**src/rtl/lrp_pkg.sv**
```systemverilog
// ----------------------------------------------------------------------------
// lrp_pkg
// Shared types and character codes for the log record parser and decoder.
// ----------------------------------------------------------------------------
`default_nettype none

package lrp_pkg;

  // Character codes
  localparam logic [7:0] CH_LF    = 8'h0A;
  localparam logic [7:0] CH_TAB   = 8'h09;
  localparam logic [7:0] CH_SPACE = 8'h20;
  localparam logic [7:0] CH_PLUS  = 8'h2B;
  localparam logic [7:0] CH_PCT   = 8'h25;
  localparam logic [7:0] CH_0     = 8'h30;
  localparam logic [7:0] CH_9     = 8'h39;
  localparam logic [7:0] CH_UA    = 8'h41;
  localparam logic [7:0] CH_UF    = 8'h46;
  localparam logic [7:0] CH_LA    = 8'h61;
  localparam logic [7:0] CH_LF_HEX = 8'h66;

  // Result kinds
  localparam logic KIND_CHAR   = 1'b0;
  localparam logic KIND_RECORD = 1'b1;

  // Queue between front and back
  localparam int unsigned QDEPTH = 2;

  typedef struct packed {
    logic [7:0] byte_in;
    logic       end_of_stream;
  } in_t;

  typedef struct packed {
    logic        kind;
    logic [7:0]  decoded_char;
    logic [31:0] stamp;
    logic [15:0] query_length;
    logic        record_ok;
    logic        last_of_run;
  } out_t;

  // Everything one input byte produces: a decoded char, a record, or both
  typedef struct packed {
    logic        char_vld;
    logic [7:0]  char_val;
    logic        rec_vld;
    logic [31:0] stamp;
    logic [15:0] query_length;
    logic        record_ok;
  } entry_t;

endpackage

`default_nettype wire

```
**src/rtl/log_record_parse_url_decode.sv**
```systemverilog
// ----------------------------------------------------------------------------
// log_record_parse_url_decode
// Log line parser with on-the-fly percent decoding of the query part.
// ----------------------------------------------------------------------------
//
//  channel | signals                         | word
//  --------+---------------------------------+------------------------------
//  in      | in_valid_i / in_ready_o         | in_t: byte_in, end_of_stream
//  out     | out_valid_o / out_ready_i       | out_t: char or record summary
//
//  One input byte is taken per cycle while the queue is not full. Each byte
//  yields zero, one or two output words; the output side sends one word per
//  cycle while out_ready_i is high; a byte giving both a char and a record
//  sends the char word, then the record word. Front (line state update) and
//  back (word sequencer) are parted by a two-entry queue: in_ready_o drops
//  only while that queue is full.
//  Reset (asynchronous, active low) clears the line state and empties the
//  queue; no clearing pass is needed.
// ----------------------------------------------------------------------------
`default_nettype none

module log_record_parse_url_decode #(
  parameter int unsigned STAMP_BITS  = 32,  // timestamp accumulator, 16..64
  parameter int unsigned LENGTH_BITS = 16   // query length counter, 8..32
) (
  input  wire logic           clk_i,
  input  wire logic           rst_ni,
  input  wire logic           in_valid_i,
  output logic                in_ready_o,
  input  wire lrp_pkg::in_t   in_data_i,
  output logic                out_valid_o,
  input  wire logic           out_ready_i,
  output lrp_pkg::out_t       out_data_o
);
  import lrp_pkg::*;

  logic   q_full, q_valid, q_pop, push;
  entry_t push_entry, head_entry;

  // front only waits on queue space, never on the output side
  assign in_ready_o = !q_full;

  lrp_front #(
    .STAMP_BITS  (STAMP_BITS),
    .LENGTH_BITS (LENGTH_BITS)
  ) u_front (
    .clk_i    (clk_i),
    .rst_ni   (rst_ni),
    .accept_i (in_valid_i && in_ready_o),
    .data_i   (in_data_i),
    .push_o   (push),
    .entry_o  (push_entry)
  );

  lrp_queue u_queue (
    .clk_i   (clk_i),
    .rst_ni  (rst_ni),
    .push_i  (push),
    .entry_i (push_entry),
    .full_o  (q_full),
    .valid_o (q_valid),
    .entry_o (head_entry),
    .pop_i   (q_pop)
  );

  lrp_back u_back (
    .clk_i       (clk_i),
    .rst_ni      (rst_ni),
    .q_valid_i   (q_valid),
    .q_entry_i   (head_entry),
    .q_pop_o     (q_pop),
    .out_valid_o (out_valid_o),
    .out_ready_i (out_ready_i),
    .out_data_o  (out_data_o)
  );

endmodule

`default_nettype wire

```
**src/rtl/lrp_front.sv**
```systemverilog
// ----------------------------------------------------------------------------
// lrp_front
// Line state machine: timestamp, separators, percent-decoded query.
// ----------------------------------------------------------------------------
`default_nettype none

module lrp_front #(
  parameter int unsigned STAMP_BITS  = 32,
  parameter int unsigned LENGTH_BITS = 16
) (
  input  wire logic           clk_i,
  input  wire logic           rst_ni,
  input  wire logic           accept_i,
  input  wire lrp_pkg::in_t   data_i,
  output logic                push_o,
  output lrp_pkg::entry_t     entry_o
);
  import lrp_pkg::*;

  typedef enum logic [1:0] {
    PH_STAMP,
    PH_SEP,
    PH_QUERY
  } phase_e;

  phase_e                 phase_q, phase_d;
  logic [STAMP_BITS-1:0]  stamp_q, stamp_d;
  logic [LENGTH_BITS-1:0] len_q, len_d;
  logic [1:0]             esc_q, esc_d;
  logic [7:0]             hex_q, hex_d;
  logic                   bad_q, bad_d;
  logic                   started_q, started_d;

  // {valid, nibble}
  function automatic logic [4:0] hex_val(input logic [7:0] c);
    logic [7:0] t;
    t = 8'h00;
    if (c inside {[CH_0:CH_9]}) begin
      t = c - CH_0;
      return {1'b1, t[3:0]};
    end else if (c inside {[CH_UA:CH_UF]}) begin
      t = c - CH_UA + 8'd10;
      return {1'b1, t[3:0]};
    end else if (c inside {[CH_LA:CH_LF_HEX]}) begin
      t = c - CH_LA + 8'd10;
      return {1'b1, t[3:0]};
    end
    return 5'b0;
  endfunction

  always_comb begin
    logic [7:0]              c;
    logic                    eos;
    logic [STAMP_BITS+3:0]   prod;
    logic [7:0]              dig;
    logic [4:0]              hv;
    logic [STAMP_BITS+31:0]  stamp_w;
    logic [LENGTH_BITS+15:0] len_w;

    c        = data_i.byte_in;
    eos      = data_i.end_of_stream;
    dig      = c - CH_0;
    prod     = {1'b0, stamp_q, 3'b000} + {3'b000, stamp_q, 1'b0}
             + {{STAMP_BITS{1'b0}}, dig[3:0]};
    hv       = hex_val(c);
    stamp_w  = '0;
    len_w    = '0;

    phase_d   = phase_q;
    stamp_d   = stamp_q;
    len_d     = len_q;
    esc_d     = esc_q;
    hex_d     = hex_q;
    bad_d     = bad_q;
    started_d = started_q;
    push_o    = 1'b0;
    entry_o   = '0;

    if (accept_i) begin
      if (c == CH_LF) begin
        if (!(eos && !started_q)) begin
          entry_o.rec_vld = 1'b1;
        end
      end else begin
        started_d = 1'b1;
        case (phase_q)
          PH_STAMP: begin
            if (c inside {[CH_0:CH_9]}) begin
              // x*10 + d, saturating
              if (prod[STAMP_BITS+3:STAMP_BITS] != 4'd0) begin
                stamp_d = '1;
              end else begin
                stamp_d = prod[STAMP_BITS-1:0];
              end
            end else if (c == CH_SPACE || c == CH_TAB) begin
              phase_d = PH_SEP;
            end else begin
              phase_d = PH_QUERY;
            end
          end
          PH_SEP: begin
            if (!(c == CH_SPACE || c == CH_TAB)) begin
              phase_d = PH_QUERY;
            end
          end
          default: begin
            phase_d = PH_QUERY;
          end
        endcase

        if (phase_d == PH_QUERY) begin
          if (len_q != '1) begin
            len_d = len_q + 1'b1;
          end
          if (c == CH_PLUS) begin
            entry_o.char_vld = 1'b1;
            entry_o.char_val = CH_SPACE;
          end else if (c == CH_PCT) begin
            // (re)open escape
            esc_d = 2'd2;
            hex_d = 8'h00;
            bad_d = 1'b0;
          end else if (esc_q == 2'd0) begin
            entry_o.char_vld = 1'b1;
            entry_o.char_val = c;
          end else begin
            if (hv[4] && !bad_q) begin
              hex_d = {hex_q[3:0], hv[3:0]};
            end else begin
              bad_d = 1'b1;
            end
            esc_d = esc_q - 2'd1;
            if (esc_d == 2'd0 && !bad_d && hex_d != 8'h00) begin
              entry_o.char_vld = 1'b1;
              entry_o.char_val = hex_d;
            end
          end
        end

        if (eos) begin
          entry_o.rec_vld = 1'b1;
        end
      end

      // record fields from the updated line state, masked to port widths
      stamp_w              = {32'b0, stamp_d};
      len_w                = {16'b0, len_d};
      entry_o.stamp        = stamp_w[31:0];
      entry_o.query_length = len_w[15:0];
      entry_o.record_ok    = (stamp_d != '0) && (len_d != '0);
      if (!entry_o.rec_vld) begin
        entry_o.stamp        = '0;
        entry_o.query_length = '0;
        entry_o.record_ok    = 1'b0;
      end
      push_o = entry_o.char_vld || entry_o.rec_vld;

      // line end clears all line state
      if (c == CH_LF || eos) begin
        phase_d   = PH_STAMP;
        stamp_d   = '0;
        len_d     = '0;
        esc_d     = 2'd0;
        hex_d     = 8'h00;
        bad_d     = 1'b0;
        started_d = 1'b0;
      end
    end
  end

  always_ff @(posedge clk_i or negedge rst_ni) begin
    if (!rst_ni) begin
      phase_q   <= PH_STAMP;
      stamp_q   <= '0;
      len_q     <= '0;
      esc_q     <= 2'd0;
      hex_q     <= 8'h00;
      bad_q     <= 1'b0;
      started_q <= 1'b0;
    end else begin
      phase_q   <= phase_d;
      stamp_q   <= stamp_d;
      len_q     <= len_d;
      esc_q     <= esc_d;
      hex_q     <= hex_d;
      bad_q     <= bad_d;
      started_q <= started_d;
    end
  end

endmodule

`default_nettype wire

```
**src/rtl/lrp_queue.sv**
```systemverilog
// ----------------------------------------------------------------------------
// lrp_queue
// Short entry queue between the line parser and the output sequencer.
// ----------------------------------------------------------------------------
`default_nettype none

module lrp_queue (
  input  wire logic              clk_i,
  input  wire logic              rst_ni,
  input  wire logic              push_i,
  input  wire lrp_pkg::entry_t   entry_i,
  output logic                   full_o,
  output logic                   valid_o,
  output lrp_pkg::entry_t        entry_o,
  input  wire logic              pop_i
);
  import lrp_pkg::*;

  localparam int unsigned PtrW = (QDEPTH > 1) ? $clog2(QDEPTH) : 1;

  entry_t          slot_q [QDEPTH];
  logic [PtrW-1:0] wr_q, rd_q;
  logic [PtrW:0]   cnt_q;

  assign full_o  = (cnt_q == (PtrW+1)'(QDEPTH));
  assign valid_o = (cnt_q != '0);
  assign entry_o = slot_q[rd_q];

  always_ff @(posedge clk_i) begin
    if (push_i) begin
      slot_q[wr_q] <= entry_i;
    end
  end

  always_ff @(posedge clk_i or negedge rst_ni) begin
    if (!rst_ni) begin
      wr_q  <= '0;
      rd_q  <= '0;
      cnt_q <= '0;
    end else begin
      if (push_i) begin
        wr_q <= (wr_q == PtrW'(QDEPTH - 1)) ? '0 : wr_q + 1'b1;
      end
      if (pop_i) begin
        rd_q <= (rd_q == PtrW'(QDEPTH - 1)) ? '0 : rd_q + 1'b1;
      end
      case ({push_i, pop_i})
        2'b10:   cnt_q <= cnt_q + 1'b1;
        2'b01:   cnt_q <= cnt_q - 1'b1;
        default: cnt_q <= cnt_q;
      endcase
    end
  end

  a_no_overflow: assert property (@(posedge clk_i) disable iff (!rst_ni)
    push_i |-> !full_o)
    else $error("queue written while full");

  a_no_underflow: assert property (@(posedge clk_i) disable iff (!rst_ni)
    pop_i |-> valid_o)
    else $error("queue read while empty");

endmodule

`default_nettype wire

```
**src/rtl/lrp_back.sv**
```systemverilog
// ----------------------------------------------------------------------------
// lrp_back
// Output sequencer: splits each entry into char and record words.
// ----------------------------------------------------------------------------
`default_nettype none

module lrp_back (
  input  wire logic              clk_i,
  input  wire logic              rst_ni,
  input  wire logic              q_valid_i,
  input  wire lrp_pkg::entry_t   q_entry_i,
  output logic                   q_pop_o,
  output logic                   out_valid_o,
  input  wire logic              out_ready_i,
  output lrp_pkg::out_t          out_data_o
);
  import lrp_pkg::*;

  entry_t cur_q;
  logic   pend_char_q, pend_rec_q;
  logic   busy, last_word, take;

  assign busy      = pend_char_q || pend_rec_q;
  assign last_word = !(pend_char_q && pend_rec_q);
  // take a new entry when idle or when the last word leaves this cycle
  assign take      = !busy || (out_ready_i && last_word);
  assign q_pop_o   = take && q_valid_i;

  always_comb begin
    out_data_o             = '0;
    out_data_o.last_of_run = last_word;
    if (pend_char_q) begin
      out_data_o.kind         = KIND_CHAR;
      out_data_o.decoded_char = cur_q.char_val;
    end else begin
      out_data_o.kind         = KIND_RECORD;
      out_data_o.stamp        = cur_q.stamp;
      out_data_o.query_length = cur_q.query_length;
      out_data_o.record_ok    = cur_q.record_ok;
    end
  end
  assign out_valid_o = busy;

  always_ff @(posedge clk_i) begin
    if (q_pop_o) begin
      cur_q <= q_entry_i;
    end
  end

  always_ff @(posedge clk_i or negedge rst_ni) begin
    if (!rst_ni) begin
      pend_char_q <= 1'b0;
      pend_rec_q  <= 1'b0;
    end else if (take) begin
      pend_char_q <= q_valid_i && q_entry_i.char_vld;
      pend_rec_q  <= q_valid_i && q_entry_i.rec_vld;
    end else if (out_ready_i) begin
      pend_char_q <= 1'b0;
    end
  end

  a_pop_when_valid: assert property (@(posedge clk_i) disable iff (!rst_ni)
    q_pop_o |-> q_valid_i)
    else $error("pop without a queued entry");

  a_char_then_record: assert property (@(posedge clk_i) disable iff (!rst_ni)
    (out_valid_o && out_ready_i && out_data_o.kind == KIND_CHAR
     && !out_data_o.last_of_run)
    |=> (out_valid_o && out_data_o.kind == KIND_RECORD && out_data_o.last_of_run))
    else $error("record word did not follow its char word");

endmodule

`default_nettype wire
```
**config.mk**
```make
export PLATFORM = sky130hd
export DESIGN_NAME = log_record_parse_url_decode
export DESIGN_NICKNAME = d
export VERILOG_FILES = /design/src/rtl/lrp_pkg.sv /design/src/rtl/log_record_parse_url_decode.sv /design/src/rtl/lrp_front.sv /design/src/rtl/lrp_queue.sv /design/src/rtl/lrp_back.sv
export SDC_FILE = /design/constraint.sdc
export NUM_CORES = 1
export LEC_CHECK = 0
export ABC_AREA = 1
export BUFFER_PORTS_ARGS = -buffer_cell sky130_fd_sc_hd__buf_4
export CAP_MARGIN = 5
export CELL_PAD_IN_SITES_DETAIL_PLACEMENT = 1
export CELL_PAD_IN_SITES_GLOBAL_PLACEMENT = 2
export CORE_UTILIZATION = 41
export CTS_CLUSTER_DIAMETER = 50
export DETAILED_ROUTE_END_ITERATION = 10
export HOLD_SLACK_MARGIN = 0.12
export MAX_ROUTING_LAYER = met4
export PLACE_DENSITY_LB_ADDON = 0.1
export SLEW_MARGIN = 20
export SYNTH_ARGS = -nofsm -noshare
export SYNTH_HDL_FRONTEND = slang
export SYNTH_HIERARCHICAL = 1
export SYNTH_SLANG_ARGS = --single-unit
```
**constraint.sdc**
```tcl
create_clock -name clk_i -period 11.2 [get_ports clk_i]
set_clock_uncertainty 0.15 [all_clocks]
set_input_delay 1.68 -clock clk_i [delete_from_list [all_inputs] [get_ports clk_i]]
set_output_delay 1.68 -clock clk_i [all_outputs]
set_load 0.02 [all_outputs]
```
==> summary.md <==
| Metric | Value |
|---|---|
| FP Rows | `67` |
| Layout area overhead | `12.8%` |
| Port buffer count | `73` |
| Most used DFF post-synth | `edfxtp_1` |
| Cell count after synthesis | `1675` |
| Register bit total from synthesis | `243` |
| H-tree depth | `1` |
| Critical path buffer and inverter count | `3` |
| Clk pin slew, worst setup/hold paths | `60 ps` |
| Largest net degree at the start of global routing | `80` |
| Max-cap violations | `0` |
| Final setup violating endpoints | `0` |
| Hold buffers post-CTS | `0` |
| Largest cells by area after synthesis | `edfxtp_1, dfrtp_1, nand2_1` |
| Non-Filler Instances | `2204` |
| Syn Nets | `1761` |
| CP endpoint kind | `flip-flop` |
| Post-DRT Antenna Nets | `0` |
| Status | `complete, no violations` |
| WS Path Type | `in2reg` |
| Vias/cell | `5.02` |
| Syn avg cell area | `around 8.3 um^2` |
| Final period util | `46.9%` |
| Post-CTS Repair Setup Buffers | `0` |
| Top cell type's share of synthesized area | `37.6%` |
| Maximum vdd drop | `0.170 mV` |
| Rel. slew slack | `36.4%` |
| Die H | `187 um` |
| Pre-antenna DRT Iters | `5` |
| Mapped Area | `about 14000 um^2` |
| PostCTS Resize Cnt | `0` |
| Final net count | `1822` |
| Clk Latency, worst-skew pair | `520 ps` |
| Hold Violations, Final | `0` |
| CTS tree | `yes` |
| Max stage delay on crit path | `470 ps` |
| Clock Tree Buf Depth | `3` |
| Width of the die | `187 um` |
| Peak Freq | `190 MHz` |
| Count leader, synth | `nand2_1` |
| WP data required | `roughly 11000 ps` |
| Routed len/inst | `17.7 um` |
| Pleak | `7.70 nW` |
| Period minus WS final | `5250 ps` |
| CP top delay family | `simple AND/OR/NAND/NOR gates` |
| Synth cell count leaders | `nand2_1, inv_1, nor2_1` |
| CP Cell Sequence | `buf_4 > inv_2 > fa_1 > fa_1 > inv_1 > nand2_1 > nand2_1 > nand3_1 > nand2_1 > nand2_1 > nand2_2 > nand2_1 > nand3_1 > nand2_1 > nor2_4 > nand3_2 > o21ai_1 > nand2_1 > nor2_1 > nand2_1 > nor2_1 > a21oi_1` |
| Drc violations | `0` |
| Routability Congestion | `0.894` |
| Placeable Area | `33500 um^2` |
| Starting Density | `41.6%` |
| Max-slew violations | `0` |
| Routed WL | `38900 um` |
| Critical path arrival | `5360 ps` |
| CTS Sinks | `~240` |
| Ports | `74` |
| First-pass GRT wire length | `63100 um` |
| RSZ-0062 raised after global routing | `no` |
| Root buf cell | `clkbuf_16` |
| FILL cells | `4061` |
| Initial antenna violation count | `0` |
| Cells after DPL | `2156` |
| Vias in the first global route | `roughly 12000` |
| Sequential fraction of the synthesis area | `49.8%` |
| Diodes inserted | `0` |
| Crit path launch type | `input port` |
| Dpl hpwl | `29300 um` |
| Iter 0 DRT Violations | `541` |
| Most common cell on crit path | `nand2_1` |
| YS warnings | `6` |
| Die area | `approximately 35000 um^2` |
| GRT overflow | `0` |
| Tightest Pin Transition | `952 ps` |
| Reg2Reg Setup Slack | `6830 ps` |
| EDFF count, synth | `between 150 and 200` |
| Largest driver fanout on the critical path | `23` |
| Routed via count | `roughly 11000` |
| Setup_tns | `0 ps` |
| Overall routing resource usage | `between 20% and 30%` |
| Yosys cell types | `44` |
| Post-synth ARST share | `28.0%` |
| Layout cells sized above 1 | `9.79%` |
| Power density cells | `225 nW/um^2` |
| Total CTS buffers | `26` |
| Slowest cell on crit path | `fa_1` |
| Largest area contributor in the netlist | `edfxtp_1` |
| Min-delay worst type | `reg2reg` |
## state kept, by name (all words and copies together) (netlist names)
| name | cells |
|---|---|
| u_front/phase_q | 2 |
| u_back/pend_rec_q | 1 |
| u_front/started_q | 1 |
| u_queue/wr_q | 1 |
| u_front/esc_q | 2 |
| u_front/stamp_q | 32 |
| u_queue/rd_q | 1 |
| u_back/cur_q | 57 |
| u_front/hex_q | 8 |
| u_queue/cnt_q | 2 |
| u_queue/slot_q | 118 |
| u_front/len_q | 16 |
| u_front/bad_q | 1 |
| u_back/pend_char_q | 1 |
## logic make-up (layout without fill, tap and decap cells)
| kind of cell | Yosys count | after routing | synth area share, % |
|---|---|---|---|
| AOI/OAI and AO/OA | 218 | 218 | 8.57 |
| xor gates and xnor gates | 36 | 36 | 2.26 |
| and+or+nand+nor | 749 | 749 | 22.4 |
| DFF | 243 | 243 | 49.8 |
| adders and majority gates | 73 | 73 | 6.65 |
| buffers and inverters | 356 | 437 | 10.3 |
## area by class of cell
class	count	area, um^2	share of cell area, %
Multi-Input combinational cell	1076	5600	35.5
Timing Repair Buffer	83	643	4.08
Inverter	306	1150	7.29
Tap cell	448	561	3.56
Clock inverter	12	120	0.762
Sequential cell	243	6960	44.2
Clock buffer	36	719	4.57
## placed cells by master (no fill, tap or decap), types with 3 or more instances in the layout
cell,Yosys,layout
clkbuf_1,15,8
nand3_1,48,47
clkinv_1,2,3
nand3_2,3,4
o31ai_1,6,6
xnor2_1,20,20
inv_1,292,291
or2_2,7,7
nand2_2,10,10
buf_4,14,82
nand4_1,29,29
o21ai_0,37,37
and2_1,3,3
inv_2,12,14
a21oi_1,44,44
nand3b_1,4,4
o21ai_1,76,76
nor2_4,3,5
xor2_1,16,16
o21bai_1,7,7
clkinv_2,0,4
ha_1,71,71
nor3_1,14,14
nor2_1,182,181
clkbuf_16,0,27
o22ai_1,43,43
edfxtp_1,175,175
dfrtp_1,68,66
nand2_1,435,435
## worst min-delay path: stages, from the launching register on
cell and delay [ps]:
dfrtp_1 350, nand2_1 60, nand2_1 50
## report_power, final
part / internal [mW] / switching [mW]
registers: 1.34 / 0.155
clock network: 0.496 / 0.343
logic: 0.390 / 0.822
## through the flow
step	util (%)	power (mW)	worst slack (ps)	area (um^2)	hold slack, ps
floorplan	-	2.28	3850	14000	292
global placement	44.4	2.68	5440	14900	307
detailed placement	44.5	2.75	5390	14900	325
CTS	47.0	3.60	5920	15800	339
global route	47.0	3.77	5550	15800	366
finish	47.0	3.55	5950	15800	333
## routing by layer
metal  global-route usage, %  routed length (um)
met1                    31.9               18700
met4                    4.79                 621
met2                    38.4               18700
met5                       -                   0
met3                    1.73                 963
## final timing paths
check,from,to,cells after the start
setup reg to reg,u_queue/cnt_q[1],u_queue/slot_q[0][6],13
hold reg to reg,u_front/hex_q[7],u_front/hex_q[7],2
setup / recovery,in_data_i[4],u_queue/slot_q[1][0],22
max in group asynchronous,rst_ni,u_queue/rd_q,2
hold / removal,u_front/hex_q[7],u_front/hex_q[7],2
min in group asynchronous,rst_ni,u_front/esc_q[0],1
No activity file was read; power rests on OpenSTA's default activity.
